==> src/hdl/jsv_pkg.sv <==
// Shared types and constants for the JSON syntax validator.
// No dependencies.
package jsv_pkg;
  typedef enum logic [4:0] {
    M_ROOT, M_OBJ_FIRST, M_OBJ_KEY, M_COLON, M_VALUE, M_ARR_FIRST, M_AFTER,
    M_DONE, M_STR, M_ESC, M_HEX, M_LOW_BS, M_LOW_U, M_LOW_HEX, M_LIT,
    N_MINUS, N_ZERO, N_INT, N_DOT, N_FRAC, N_E, N_ESIGN, N_EXP
  } mode_t;

  localparam logic [2:0] ST_OK        = 3'd0;
  localparam logic [2:0] ST_VALID     = 3'd1;
  localparam logic [2:0] ST_MALFORMED = 3'd2;
  localparam logic [2:0] ST_DEEP      = 3'd3;
  localparam logic [2:0] ST_LONG      = 3'd4;

  localparam logic REG_MAX_DEPTH = 1'b0;
  localparam logic REG_MAX_STR   = 1'b1;

  localparam logic KIND_OBJ = 1'b0;
  localparam logic KIND_ARR = 1'b1;

  // stack cell control: push writes bit to cell 0 and shifts down, pop shifts up
  typedef struct packed {
    logic push;
    logic pop;
    logic kind;
  } stk_ctl_t;

  function automatic logic [7:0] lit_char(input logic [3:0] idx);
    case (idx)
      4'd0: lit_char = "t";
      4'd1: lit_char = "r";
      4'd2: lit_char = "u";
      4'd3: lit_char = "e";
      4'd4: lit_char = "f";
      4'd5: lit_char = "a";
      4'd6: lit_char = "l";
      4'd7: lit_char = "s";
      4'd8: lit_char = "e";
      4'd9: lit_char = "n";
      4'd10: lit_char = "u";
      4'd11: lit_char = "l";
      4'd12: lit_char = "l";
      default: lit_char = 8'h00;
    endcase
  endfunction

  function automatic logic is_ws(input logic [7:0] b);
    is_ws = (b == 8'h20) || (b == 8'h09) || (b == 8'h0D) || (b == 8'h0A);
  endfunction

  function automatic logic is_digit(input logic [7:0] b);
    is_digit = (b >= "0") && (b <= "9");
  endfunction
endpackage

==> src/hdl/jsv_stack_cell.sv <==
// One cell of the container-kind shift stack.
// Depends on jsv_pkg.
module jsv_stack_cell (
  input  logic              clk,
  input  jsv_pkg::stk_ctl_t ctl,
  input  logic              above,   // neighbor closer to top
  input  logic              below,   // neighbor farther from top
  output logic              kind
);
  always_ff @(posedge clk) begin
    if (ctl.push) begin
      kind <= above;
    end else if (ctl.pop) begin
      kind <= below;
    end
  end
endmodule

==> src/hdl/jsv_stack.sv <==
// Container stack built as a chain of shift cells; the top is cell 0.
// Depends on jsv_pkg, jsv_stack_cell.
module jsv_stack #(
  parameter int STACK_DEPTH = 64
) (
  input  logic              clk,
  input  jsv_pkg::stk_ctl_t ctl,
  output logic              top
);
  logic [STACK_DEPTH-1:0] cells;
  logic [STACK_DEPTH:0]   below_in;

  assign below_in = {cells[STACK_DEPTH-1], cells};

  for (genvar i = 0; i < STACK_DEPTH; i++) begin : g_cell
    jsv_stack_cell u_cell (
      .clk  (clk),
      .ctl  (ctl),
      .above((i == 0) ? ctl.kind : cells[(i == 0) ? 0 : i-1]),
      .below(below_in[i+1]),
      .kind (cells[i])
    );
  end

  assign top = cells[0];
endmodule

==> src/hdl/json_syntax_validator.sv <==
// JSON syntax validator: one status word per input word, one byte per cycle
// while the output is free (1 word/cycle); status is registered on acceptance.
// Container kinds live in a shift-register chain of cells, top at cell 0, so a
// push or pop happens in the same cycle as the byte's state update.
// Reset (rst, synchronous) clears parse state and loads max_depth=32,
// max_str_len=4096; stack cells are never read before being pushed.
module json_syntax_validator #(
  parameter int STACK_DEPTH = 64,
  parameter int LENGTH_BITS = 16
) (
  input  logic        clk,
  input  logic        rst,
  input  logic        s_axis_tvalid,
  output logic        s_axis_tready,
  input  logic [7:0]  s_axis_tdata,   // [7:0] data_byte
  input  logic        s_axis_tuser,   // [0] req_type
  output logic        m_axis_tvalid,
  input  logic        m_axis_tready,
  output logic [7:0]  m_axis_tdata,   // [2:0] status, [7:3] zero
  output logic        m_axis_tlast,   // final_res
  input  logic        cfg_valid,
  output logic        cfg_ready,
  input  logic        cfg_index,
  input  logic [15:0] cfg_data
);
  localparam int LW = LENGTH_BITS + 1;
  localparam logic [LW-1:0] LEN_CAP = {LW{1'b1}};
  localparam int LVW = $clog2(STACK_DEPTH + 2);
  localparam logic [LVW-1:0] STK_D = LVW'(STACK_DEPTH);
  // common width for the length limit compare
  localparam int CW = (LW > 16) ? LW : 16;

  logic [6:0]  max_depth;
  logic [15:0] max_str_len;

  jsv_pkg::mode_t mode, mode_next;
  logic [LVW-1:0] level, level_next;
  logic [LW-1:0]  dlen, dlen_next;
  logic [15:0]    hex_value, hex_value_next;
  logic [1:0]     hex_count, hex_count_next;
  logic [3:0]     lit, lit_next;
  logic           is_key, is_key_next;
  logic [2:0]     err, err_next;

  jsv_pkg::stk_ctl_t ctl;
  logic              top_kind;

  logic take;
  assign take = s_axis_tvalid && s_axis_tready;
  // output register frees whenever the result is taken or empty
  assign s_axis_tready = !m_axis_tvalid || m_axis_tready;
  assign cfg_ready = 1'b1;

  jsv_stack #(.STACK_DEPTH(STACK_DEPTH)) u_stack (
    .clk(clk), .ctl(ctl), .top(top_kind)
  );

  // combinational byte step
  always_comb begin
    logic [7:0]  b;
    logic [9:0]  lim;
    logic        dok;
    logic [3:0]  hd;
    logic        hv;
    logic [15:0] cp;
    logic [LW:0] sum;
    logic [1:0]  addn;
    logic        doadd;
    logic        after;
    b = s_axis_tdata;
    mode_next = mode; level_next = level; dlen_next = dlen;
    hex_value_next = hex_value; hex_count_next = hex_count;
    lit_next = lit; is_key_next = is_key; err_next = err;
    ctl = '0;
    addn = 2'd0; doadd = 1'b0; after = 1'b0;
    cp = 16'h0;
    sum = '0;
    lim = (10'(max_depth) > 10'(STACK_DEPTH)) ? 10'(STACK_DEPTH) : 10'(max_depth);
    dok = (10'(level) + 10'd1) <= lim;
    hv = 1'b1; hd = 4'h0;
    if (jsv_pkg::is_digit(b)) hd = 4'(b - "0");
    else if (b >= "a" && b <= "f") hd = 4'(b - "a" + 8'd10);
    else if (b >= "A" && b <= "F") hd = 4'(b - "A" + 8'd10);
    else hv = 1'b0;

    if (err == jsv_pkg::ST_OK) begin
      unique case (mode)
        jsv_pkg::M_ROOT: if (!jsv_pkg::is_ws(b)) begin
          if (b != "{") err_next = jsv_pkg::ST_MALFORMED;
          else if (!dok) err_next = jsv_pkg::ST_DEEP;
          else begin
            ctl = '{push: 1'b1, pop: 1'b0, kind: jsv_pkg::KIND_OBJ};
            level_next = level + 1'b1; mode_next = jsv_pkg::M_OBJ_FIRST;
          end
        end
        jsv_pkg::M_OBJ_FIRST, jsv_pkg::M_OBJ_KEY: if (!jsv_pkg::is_ws(b)) begin
          if (mode == jsv_pkg::M_OBJ_FIRST && b == "}") begin
            ctl.pop = 1'b1; level_next = level - 1'b1;
            mode_next = (level == 1) ? jsv_pkg::M_DONE : jsv_pkg::M_AFTER;
          end else if (b == "\"") begin
            is_key_next = 1'b1; dlen_next = '0; mode_next = jsv_pkg::M_STR;
          end else err_next = jsv_pkg::ST_MALFORMED;
        end
        jsv_pkg::M_COLON: if (!jsv_pkg::is_ws(b)) begin
          if (b != ":") err_next = jsv_pkg::ST_MALFORMED;
          else if (!dok) err_next = jsv_pkg::ST_DEEP;
          else mode_next = jsv_pkg::M_VALUE;
        end
        jsv_pkg::M_VALUE, jsv_pkg::M_ARR_FIRST: if (!jsv_pkg::is_ws(b)) begin
          if (mode == jsv_pkg::M_ARR_FIRST && b == "]") begin
            ctl.pop = 1'b1; level_next = level - 1'b1;
            mode_next = (level == 1) ? jsv_pkg::M_DONE : jsv_pkg::M_AFTER;
          end else if (mode == jsv_pkg::M_ARR_FIRST && !dok) begin
            err_next = jsv_pkg::ST_DEEP;
          end else if (b == "\"") begin
            is_key_next = 1'b0; dlen_next = '0; mode_next = jsv_pkg::M_STR;
          end else if (b == "{" || b == "[") begin
            if (level < STK_D) begin
              ctl = '{push: 1'b1, pop: 1'b0,
                      kind: (b == "[") ? jsv_pkg::KIND_ARR : jsv_pkg::KIND_OBJ};
            end
            level_next = level + 1'b1;
            mode_next = (b == "[") ? jsv_pkg::M_ARR_FIRST : jsv_pkg::M_OBJ_FIRST;
          end else if (b == "t") begin lit_next = 4'd1; mode_next = jsv_pkg::M_LIT;
          end else if (b == "f") begin lit_next = 4'd5; mode_next = jsv_pkg::M_LIT;
          end else if (b == "n") begin lit_next = 4'd10; mode_next = jsv_pkg::M_LIT;
          end else if (b == "-") mode_next = jsv_pkg::N_MINUS;
          else if (b == "0") mode_next = jsv_pkg::N_ZERO;
          else if (jsv_pkg::is_digit(b)) mode_next = jsv_pkg::N_INT;
          else err_next = jsv_pkg::ST_MALFORMED;
        end
        jsv_pkg::M_AFTER: after = 1'b1;
        jsv_pkg::M_DONE: if (!jsv_pkg::is_ws(b)) err_next = jsv_pkg::ST_MALFORMED;
        jsv_pkg::M_STR: begin
          if (b == "\"") begin
            mode_next = is_key ? jsv_pkg::M_COLON : jsv_pkg::M_AFTER;
            is_key_next = 1'b0;
          end else if (b < 8'h20) err_next = jsv_pkg::ST_MALFORMED;
          else if (b == "\\") mode_next = jsv_pkg::M_ESC;
          else begin doadd = 1'b1; addn = 2'd1; end
        end
        jsv_pkg::M_ESC: begin
          if (b == "\"" || b == "\\" || b == "/" || b == "b" || b == "f" ||
              b == "n" || b == "r" || b == "t") begin
            mode_next = jsv_pkg::M_STR; doadd = 1'b1; addn = 2'd1;
          end else if (b == "u") begin
            hex_value_next = '0; hex_count_next = '0; mode_next = jsv_pkg::M_HEX;
          end else err_next = jsv_pkg::ST_MALFORMED;
        end
        jsv_pkg::M_HEX, jsv_pkg::M_LOW_HEX: begin
          if (!hv) err_next = jsv_pkg::ST_MALFORMED;
          else begin
            cp = {hex_value[11:0], hd};
            hex_value_next = cp;
            if (hex_count != 2'd3) hex_count_next = hex_count + 1'b1;
            else if (mode == jsv_pkg::M_LOW_HEX) begin
              if (cp < 16'hDC00 || cp > 16'hDFFF) err_next = jsv_pkg::ST_MALFORMED;
              else begin mode_next = jsv_pkg::M_STR; doadd = 1'b1; addn = 2'd0; end
            end else if (cp >= 16'hD800 && cp <= 16'hDBFF) mode_next = jsv_pkg::M_LOW_BS;
            else if (cp >= 16'hDC00 && cp <= 16'hDFFF) err_next = jsv_pkg::ST_MALFORMED;
            else begin
              mode_next = jsv_pkg::M_STR; doadd = 1'b1;
              addn = (cp <= 16'h7F) ? 2'd1 : ((cp <= 16'h7FF) ? 2'd2 : 2'd3);
            end
          end
        end
        jsv_pkg::M_LOW_BS:
          if (b == "\\") mode_next = jsv_pkg::M_LOW_U;
          else err_next = jsv_pkg::ST_MALFORMED;
        jsv_pkg::M_LOW_U:
          if (b == "u") begin
            hex_value_next = '0; hex_count_next = '0; mode_next = jsv_pkg::M_LOW_HEX;
          end else err_next = jsv_pkg::ST_MALFORMED;
        jsv_pkg::M_LIT: begin
          if (lit > 4'd12 || b != jsv_pkg::lit_char(lit)) err_next = jsv_pkg::ST_MALFORMED;
          else if (lit == 4'd3 || lit == 4'd8 || lit == 4'd12) begin
            lit_next = '0; mode_next = jsv_pkg::M_AFTER;
          end else lit_next = lit + 1'b1;
        end
        jsv_pkg::N_MINUS:
          if (b == "0") mode_next = jsv_pkg::N_ZERO;
          else if (jsv_pkg::is_digit(b)) mode_next = jsv_pkg::N_INT;
          else err_next = jsv_pkg::ST_MALFORMED;
        jsv_pkg::N_ZERO, jsv_pkg::N_INT: begin
          if (jsv_pkg::is_digit(b)) begin
            if (mode == jsv_pkg::N_ZERO) err_next = jsv_pkg::ST_MALFORMED;
          end else if (b == ".") mode_next = jsv_pkg::N_DOT;
          else if (b == "e" || b == "E") mode_next = jsv_pkg::N_E;
          else begin mode_next = jsv_pkg::M_AFTER; after = 1'b1; end
        end
        jsv_pkg::N_DOT:
          if (jsv_pkg::is_digit(b)) mode_next = jsv_pkg::N_FRAC;
          else err_next = jsv_pkg::ST_MALFORMED;
        jsv_pkg::N_FRAC:
          if (b == "e" || b == "E") mode_next = jsv_pkg::N_E;
          else if (!jsv_pkg::is_digit(b)) begin
            mode_next = jsv_pkg::M_AFTER; after = 1'b1;
          end
        jsv_pkg::N_E:
          if (b == "+" || b == "-") mode_next = jsv_pkg::N_ESIGN;
          else if (jsv_pkg::is_digit(b)) mode_next = jsv_pkg::N_EXP;
          else err_next = jsv_pkg::ST_MALFORMED;
        jsv_pkg::N_ESIGN:
          if (jsv_pkg::is_digit(b)) mode_next = jsv_pkg::N_EXP;
          else err_next = jsv_pkg::ST_MALFORMED;
        jsv_pkg::N_EXP:
          if (!jsv_pkg::is_digit(b)) begin mode_next = jsv_pkg::M_AFTER; after = 1'b1; end
        default: err_next = jsv_pkg::ST_MALFORMED;
      endcase

      // value terminator handling, shared by M_AFTER and number ends
      if (after && !jsv_pkg::is_ws(b)) begin
        if ((top_kind == jsv_pkg::KIND_OBJ && b == "}") ||
            (top_kind == jsv_pkg::KIND_ARR && b == "]")) begin
          ctl.pop = 1'b1;
          level_next = (level == 0) ? level : level - 1'b1;
          mode_next = (level <= 1) ? jsv_pkg::M_DONE : jsv_pkg::M_AFTER;
        end else if (b == ",") begin
          if (top_kind == jsv_pkg::KIND_OBJ) mode_next = jsv_pkg::M_OBJ_KEY;
          else if (dok) mode_next = jsv_pkg::M_VALUE;
          else err_next = jsv_pkg::ST_DEEP;
        end else err_next = jsv_pkg::ST_MALFORMED;
      end

      // decoded-length accumulation (surrogate pair adds four)
      if (doadd) begin
        sum = {1'b0, dlen} + ((addn == 2'd0) ? (LW+1)'(4) : (LW+1)'(addn));
        dlen_next = sum[LW] ? LEN_CAP : sum[LW-1:0];
        if (CW'(dlen_next) > CW'(max_str_len) && err_next == jsv_pkg::ST_OK)
          err_next = jsv_pkg::ST_LONG;
      end
    end
    if (!take || s_axis_tuser) ctl = '0;
  end

  always_ff @(posedge clk) begin
    if (rst) begin
      max_depth <= 7'd32;
      max_str_len <= 16'd4096;
    end else if (cfg_valid && cfg_ready) begin
      if (cfg_index == jsv_pkg::REG_MAX_DEPTH) max_depth <= cfg_data[6:0];
      else max_str_len <= cfg_data;
    end
  end

  always_ff @(posedge clk) begin
    if (rst) begin
      mode <= jsv_pkg::M_ROOT; level <= '0; dlen <= '0; hex_value <= '0;
      hex_count <= '0; lit <= '0; is_key <= 1'b0; err <= jsv_pkg::ST_OK;
      m_axis_tvalid <= 1'b0;
    end else begin
      if (m_axis_tready) m_axis_tvalid <= 1'b0;
      if (take) begin
        m_axis_tvalid <= 1'b1;
        m_axis_tlast <= s_axis_tuser;
        if (s_axis_tuser) begin
          m_axis_tdata <= {5'd0, (err != jsv_pkg::ST_OK) ? err :
                           ((mode == jsv_pkg::M_DONE) ? jsv_pkg::ST_VALID
                                                      : jsv_pkg::ST_MALFORMED)};
          mode <= jsv_pkg::M_ROOT; level <= '0; dlen <= '0; hex_value <= '0;
          hex_count <= '0; lit <= '0; is_key <= 1'b0; err <= jsv_pkg::ST_OK;
        end else begin
          m_axis_tdata <= {5'd0, err_next};
          mode <= mode_next; level <= level_next; dlen <= dlen_next;
          hex_value <= hex_value_next; hex_count <= hex_count_next;
          lit <= lit_next; is_key <= is_key_next; err <= err_next;
        end
      end
    end
  end
endmodule

==> config.mk <==
export PLATFORM = sky130hd
export DESIGN_NAME = json_syntax_validator
export DESIGN_NICKNAME = d
export VERILOG_FILES = /design/src/hdl/jsv_pkg.sv /design/src/hdl/jsv_stack_cell.sv /design/src/hdl/jsv_stack.sv /design/src/hdl/json_syntax_validator.sv
export SDC_FILE = /design/constraint.sdc
export NUM_CORES = 1
export LEC_CHECK = 0
export ABC_AREA = 1
export BUFFER_PORTS_ARGS = -buffer_cell sky130_fd_sc_hd__buf_4
export CAP_MARGIN = 15
export CORE_ASPECT_RATIO = 1.5
export CORE_MARGIN = 2
export CORE_UTILIZATION = 45
export DETAILED_ROUTE_END_ITERATION = 10
export SLEW_MARGIN = 10
export SYNTH_ARGS = -nofsm -noshare
export SYNTH_HDL_FRONTEND = slang
export SYNTH_SLANG_ARGS = --single-unit
==> constraint.sdc <==
create_clock -name clk -period 7.2 [get_ports clk]
set_input_delay 1.44 -clock clk [delete_from_list [all_inputs] [get_ports clk]]
set_output_delay 1.44 -clock clk [all_outputs]
set_load 0.01 [all_outputs]
Yosys cells after proc, flatten, opt, wreduce, memory -nomap -nowiden
Memories as Yosys holds them, arrays and structs flattened. A register that Yosys moved wholly into a read port is not among the register bits.
Index checks and enable logic that the tools add are counted.
{"block": "word_totals", "reg_bits": 152, "romBits": 112, "input_bits": 31, "out_inout_bits": 12, "elab_cells": 612, "memories": 1}
{"block": "classes", "add_sub_neg": 11, "n_lt_le_gt_ge": 21, "n_eq_ne": 73, "mux": 360, "n_bitwise": 3, "reduce_logical": 66}
{"memory": "(name not given)", "depth": 16, "width": 7, "rd": 1, "rd_ports_with_merged_regs": 1, "write_ports": 0, "line": "jsv_pkg.sv:30", "rtl": "case (idx)"}
{"operator": "5-bit two-way mux", "count": 50}
{"operator": "3-bit two-way mux", "count": 60}
{"operator": "1-bit two-way mux", "count": 172}
{"operator": "17-bit two-way mux", "count": 10}
{"operator": "7-bit two-way mux", "count": 16}
{"operator": "8-bit by 7-bit equality test with 1-bit output, second input constant", "count": 13}
{"operator": "5-bit one-hot mux with 17 select lines", "count": 1}
{"operator": "16-bit two-way mux", "count": 5}
{"operator": "4-bit two-way mux", "count": 17}
{"operator": "8-bit by 6-bit equality test with 1-bit output, second input constant", "count": 8}
{"operator": "16-bit one-hot mux with 3 select lines", "count": 1}
{"operator": "3-bit one-hot mux with 16 select lines", "count": 1}
{"operator": "5-bit by 4-bit equality test with 1-bit output, second input constant", "count": 8}
{"operator": "3-bit != test, second input constant", "count": 12}
{"operator": "5-bit equality test, second input constant", "count": 7}
{"operator": "17-bit one-hot mux with 2 select lines", "count": 1}
{"operator": "16-bit greater-or-equal comparator, second input constant", "count": 2}
{"operator": "16-bit <= comparator, second input constant", "count": 2}
{"operator": "2-bit two-way mux", "count": 14}
{"operator": "8-bit by 4-bit equality test with 1-bit output, second input constant", "count": 3}
{"operator": "4-bit != test, second input constant", "count": 6}
{"operator": "7-bit one-hot mux with 3 select lines", "count": 1}
{"operator": "5-bit by 3-bit equality test with 1-bit output, second input constant", "count": 4}
{"operator": "1-bit logical OR", "count": 20}
{"operator": "58 further kinds", "count": 100}

Longest topological paths before layout
{"block": "depth", "word_depth": 26, "mapped_depth": 37, "mapped_depth_nobuf": 36}

By module
Synthesis repeated with hierarchy kept, for this count alone.
{"block": "hier_totals", "cells_unflattened": 1762, "hier_area_um2": 11305.8}
{"mod": "json_syntax_validator", "n_inst": 1, "cells_each": 1378, "area_per_inst_um2": 8022.7, "seq_area_each_um2": 1741.7}
{"mod": "jsv_stack_cell", "n_inst": 64, "cells_each": 6, "area_per_inst_um2": 51.3, "seq_area_each_um2": 30.0}

Least setup slack after synthesis
OpenSTA, ideal clock, no wires.
{"block": "synth_path", "kind": "input port to flip-flop", "start": "input s_axis_tdata[1]", "end": "register u_stack.g_cell[0].u_cell.kind, enable pin", "setup_time_ps": 519, "arrival_time_ps": 6124, "required_time_ps": 6681, "setup_slack_ps": 558, "stages": 11, "n_path_buf": 1, "cell_sequence": "inv_1 ha_1 inv_1 nor2_2 nand2_1 o21ai_1 inv_1 nor2_4 inv_2 buf_6 a41oi_1"}
{"block": "synth_via", "elab_chain_cells": 13, "elab_cells_between_ends": 52, "cone_classes": "2 x order compare; 13 x eq/ne; 23 x mux; 14 x reduce/logical"}
{"element": "start, declared", "line": "json_syntax_validator.sv:15", "rtl": "input logic [7:0] s_axis_tdata,"}
{"element": "parallel branches: the longest is 10 deep, another holds 8-bit by 6-bit greater-or-equal comparator with 1-bit output"}
{"element": "3-bit two-way mux *", "line": "json_syntax_validator.sv:86", "rtl": "if (err == jsv_pkg::ST_OK) begin"}
{"element": "3-bit two-way mux *", "line": "json_syntax_validator.sv:233", "rtl": "if (!take || s_axis_tuser) ctl = '0;"}
{"element": "2-bit nonzero test (no line) *"}
{"element": "end signal, assigned", "line": "jsv_stack_cell.sv:12", "rtl": "kind <= above;"}
{"element": "end signal, assigned", "line": "jsv_stack_cell.sv:14", "rtl": "kind <= below;"}
{"element": "end, declared", "line": "jsv_stack_cell.sv:8", "rtl": "output logic kind"}
Every way passes the cells marked *. The select of a mux whose other input is x is not followed.
A chain may end at the register's enable or synchronous reset.

Worst setup path in the final report
{"block": "layout_path", "start": "input s_axis_tdata[1]", "end": "register m_axis_tdata[2], data pin"}
{"block": "layout_via", "elab_chain_cells": 26, "elab_cells_between_ends": 163, "cone_classes": "6 x add/sub; 16 x order compare; 27 x eq/ne; 84 x mux; 30 x reduce/logical"}
{"element": "parallel branches: the longest is 23 deep, another holds 16-bit by 11-bit <= comparator with 1-bit output"}
{"element": "3-bit two-way mux *", "line": "json_syntax_validator.sv:226", "rtl": "if (doadd) begin"}
{"element": "3-bit two-way mux *", "line": "json_syntax_validator.sv:86"}
{"element": "3-bit two-way mux *", "line": "json_syntax_validator.sv:256", "rtl": "if (s_axis_tuser) begin"}
{"element": "end signal, assigned", "line": "json_syntax_validator.sv:257", "rtl": "m_axis_tdata <= {5'd0, (err != jsv_pkg::ST_OK) ? err :"}
{"element": "end signal, assigned", "line": "json_syntax_validator.sv:263", "rtl": "m_axis_tdata <= {5'd0, err_next};"}
{"element": "end, declared", "line": "json_syntax_validator.sv:19", "rtl": "output logic [7:0] m_axis_tdata,"}
Marks and branches as above.

==> results.sh <==
export IMPL_fp_coreArea_mm2=0.02374
export IMPL_dieArea_mm2=0.02544
export IMPL_grt_overflow_total=0
export IMPL_fillers=2447
export IMPL_reg2reg_depth=32
export IMPL_clock_skew_ns=0.009128
export IMPL_yosysWarnings=0
export IMPL_synth_seq_cells=149
export IMPL_grt_max_degree=66
export IMPL_hold_viol_final=0
export IMPL_die_w_um=130.9
export IMPL_max_stage_delay_ns=0.39
export IMPL_powerDensity_mw_per_mm2=173.0
export IMPL_dr_max_layer_used="met4"
export IMPL_wl_met1_um=13200
export IMPL_synthArstFlopShare_pct=0
export IMPL_start_kind="input pin"
export IMPL_postLayoutCellArea_mm2=0.01190
export IMPL_postCtsSetupBuffers=0
export IMPL_syn_cell_area_mm2=0.01087
export IMPL_cts_sinks=149
export IMPL_synthTopCellsByCount="nand2_1 (490), inv_1 (153), nor2_1 (147)"
export IMPL_relSlewSlack_pct=31.73
export IMPL_antenna_found_initial=0
export IMPL_cp_max_fo=7
export IMPL_cp_num_buf_inv=5
export IMPL_viasPerCell=5.469
export IMPL_crit_slowest_cell="fa_1"
export IMPL_syn_inst=1609
export IMPL_gp_congestion=1.041
export IMPL_outcome="finished clean"
export IMPL_ys_seq_area_share_pct=33.71
export IMPL_synth_edf_count=68
export IMPL_crit_arrival_ns=6.13
export IMPL_dr_pass1_iters=6
export IMPL_io_pins=43
export IMPL_whs_ns=0.4667
export IMPL_placed_cell_area_mm2=0.01129
export IMPL_antenna_left=0
export IMPL_cts_root_buf="clkbuf_16"
export IMPL_dp_hpwl_um=25140
export IMPL_hold_path_cell_count=2
export IMPL_drc_errors=0
export IMPL_ctsLongestPathBuffers=2
export IMPL_fin_setup_tns_ns=0
export IMPL_drv_cap=0
export IMPL_synth_most_common_cell="nand2_1"
export IMPL_min_delay_start="max_str_len[11]"
export IMPL_finish_net_count=1692
export IMPL_syn_avg_cell_area_um2=6.755
export IMPL_holdPathEnd="max_str_len[11]"
export IMPL_synth_area_leaders="edfxtp_1 (19%), nand2_1 (17%), dfxtp_1 (15%)"
export IMPL_worst_path_dominant_cell_family="simple AND/OR/NAND/NOR gates"
export IMPL_vias=10650
export IMPL_detailroute_wirelength_met2_um=17160
export IMPL_hold_path_class="register to register"
export IMPL_clock_latency_ns=0.44
export IMPL_finalCriticalPeriod_ns=5.937
export IMPL_drive_gt1_share_pct=10.62
export IMPL_wl_um=33600
export IMPL_h_tree_depth=4
export IMPL_rrSetupSlack_ns=1.68
export IMPL_yosys_area_top_type="edfxtp_1"
export IMPL_routedWlPerCell_um=17.25
export IMPL_diodes=0
export IMPL_r2r_start="mode[1]"
export IMPL_p_leak_nw=5.504
export IMPL_rsz0062_at_grt="no"
export IMPL_grt_pass1_vias=10370
export IMPL_crit_path_end_kind="register"
export IMPL_synth_distinct_cells=64
export IMPL_syn2layout_area_growth_pct=9.520
export IMPL_die_y_um=194.3
export IMPL_path_class="input pin to register"
export IMPL_slew_violations=0
export IMPL_ctsResizeCount=0
export IMPL_cts_tree="yes"
export IMPL_rr_endpoint="m_axis_tdata[2]"
export IMPL_clkTransAtPathRegs_ns=0.07
export IMPL_setup_viol=0
export IMPL_hold_buffers=0
export IMPL_ys_flop_type="dfxtp_1"
export IMPL_portBuffers=36
export IMPL_drtIter0Drc=761
export IMPL_wl_met3_um=1255
export IMPL_grt_pass1_wl_um=53390
export IMPL_tightest_slew_ns=1.024
export IMPL_period_share_pct=82.46
export IMPL_fmax_ghz=0.1684
export IMPL_cts_inserted_buffers=17
export IMPL_synth_top_area_share_pct=18.79
export IMPL_start_util_pct=45.78
export IMPL_cp_data_required_time_ns=7.40
export IMPL_grt_use_total_pct=26.75
export IMPL_rows=69
export IMPL_ir_worst_vdd_mv=0.1763
-- area by class of cell --
cell class	count	area (um2)	area share [%]
Clock buffer	27	550.5	4.625
Multi-Input combinational cell	1218	6208	52.15
Sequential cell	149	3664	30.78
Clock inverter	5	60.06	0.5045
Timing Repair Buffer	40	300.3	2.523
Inverter	190	721.9	6.065
Tap cell	319	399.1	3.353
-- per-layer routing --
metal / track usage [%] / vias to the layer above
met5: 0 / -
met4: 15.92 / 0
met3: 3.110 / 107
met2: 47.40 / 298
met1: 30.12 / 4950
li1: - / 5298
-- metrics by stage --
stage	utilization [%]	power [mW]	worst slack, ns	instances
final	50.14	2.059	1.263	1948
after global routing	50.14	2.137	0.6040	1948
after CTS	50.14	2.073	1.276	1948
after detailed placement	47.57	1.149	0.8279	1916
after global placement	47.57	1.148	0.9158	1916
after floorplan	-	1.085	0.5575	1613
-- placed cells by master, fill, tap and decap left out, types with 5 or more instances in the layout --
cell type / n
xor2_1: 15
clkbuf_16: 20
inv_1: 153
inv_2: 29
o2111ai_1: 7
o211ai_1: 11
conb_1: 6
o21ai_0: 106
nor2_4: 10
or2_2: 5
a21oi_1: 106
nand2_1: 490
nand2_2: 17
nor2_2: 10
o21ai_1: 11
buf_4: 40
nor2_1: 147
dfxtp_1: 81
edfxtp_1: 68
ha_1: 44
nand3_1: 110
nand3_2: 6
a31oi_1: 6
a21oi_2: 7
nand4_1: 20
a211oi_1: 6
nor3_1: 28
-- state kept, by name, summed over array words and instances, names as in the netlist, named ones only --
register and cells:
u_stack.g_cell.u_cell.kind 64, m_axis_tdata 3, is_key 1, mode 5, dlen 17, hex_value 12
hex_count 2, level 7, max_str_len 16, lit 4, m_axis_tvalid 1, m_axis_tlast 1
max_depth 7, err 3
-- cells by family (layout without fill, tap and decap cells) --
kind of cell / count (synthesis) / after routing / share of synthesized area, %
xor gates and xnor gates: 19 / 19 / 1.531
AOI/OAI and AO/OA: 283 / 283 / 14.92
and+or+nand+nor: 865 / 865 / 35.04
adders and majority gates: 45 / 45 / 5.249
other: 2 / 6 / 0.06909
DFF: 149 / 149 / 33.71
buffers and inverters: 246 / 262 / 9.485
-- worst min-delay path, cell delays in order (launching register included) --
cell     delay, ns
dfxtp_1       0.29
inv_1         0.07
a21oi_1       0.06
-- report_power, final --
group	switching [mW]	internal, mW	leakage (nW)	total (mW)
registers	0.0169	0.903	1.27	0.920
logic	0.142	0.0709	3.94	0.213
clock network	0.364	0.562	0.294	0.926
-- worst max-delay path by stage --
stage                                     to  slack, ns             from  depth (start not counted)
2_1_floorplan  u_stack.g_cell[0].u_cell.kind       0.56  s_axis_tdata[1]                         11
3_3_place_gp                 m_axis_tdata[2]       0.92  s_axis_tdata[0]                         32
3_5_place_dp                 m_axis_tdata[2]       0.83  s_axis_tdata[1]                         33
4_1_cts                      m_axis_tdata[2]       1.28  s_axis_tdata[1]                         33
5_1_grt                      m_axis_tdata[2]       0.60  s_axis_tdata[1]                         35
6_report                     m_axis_tdata[2]       1.26  s_axis_tdata[1]                         33
No activity file was read; power rests on OpenSTA's default activity.
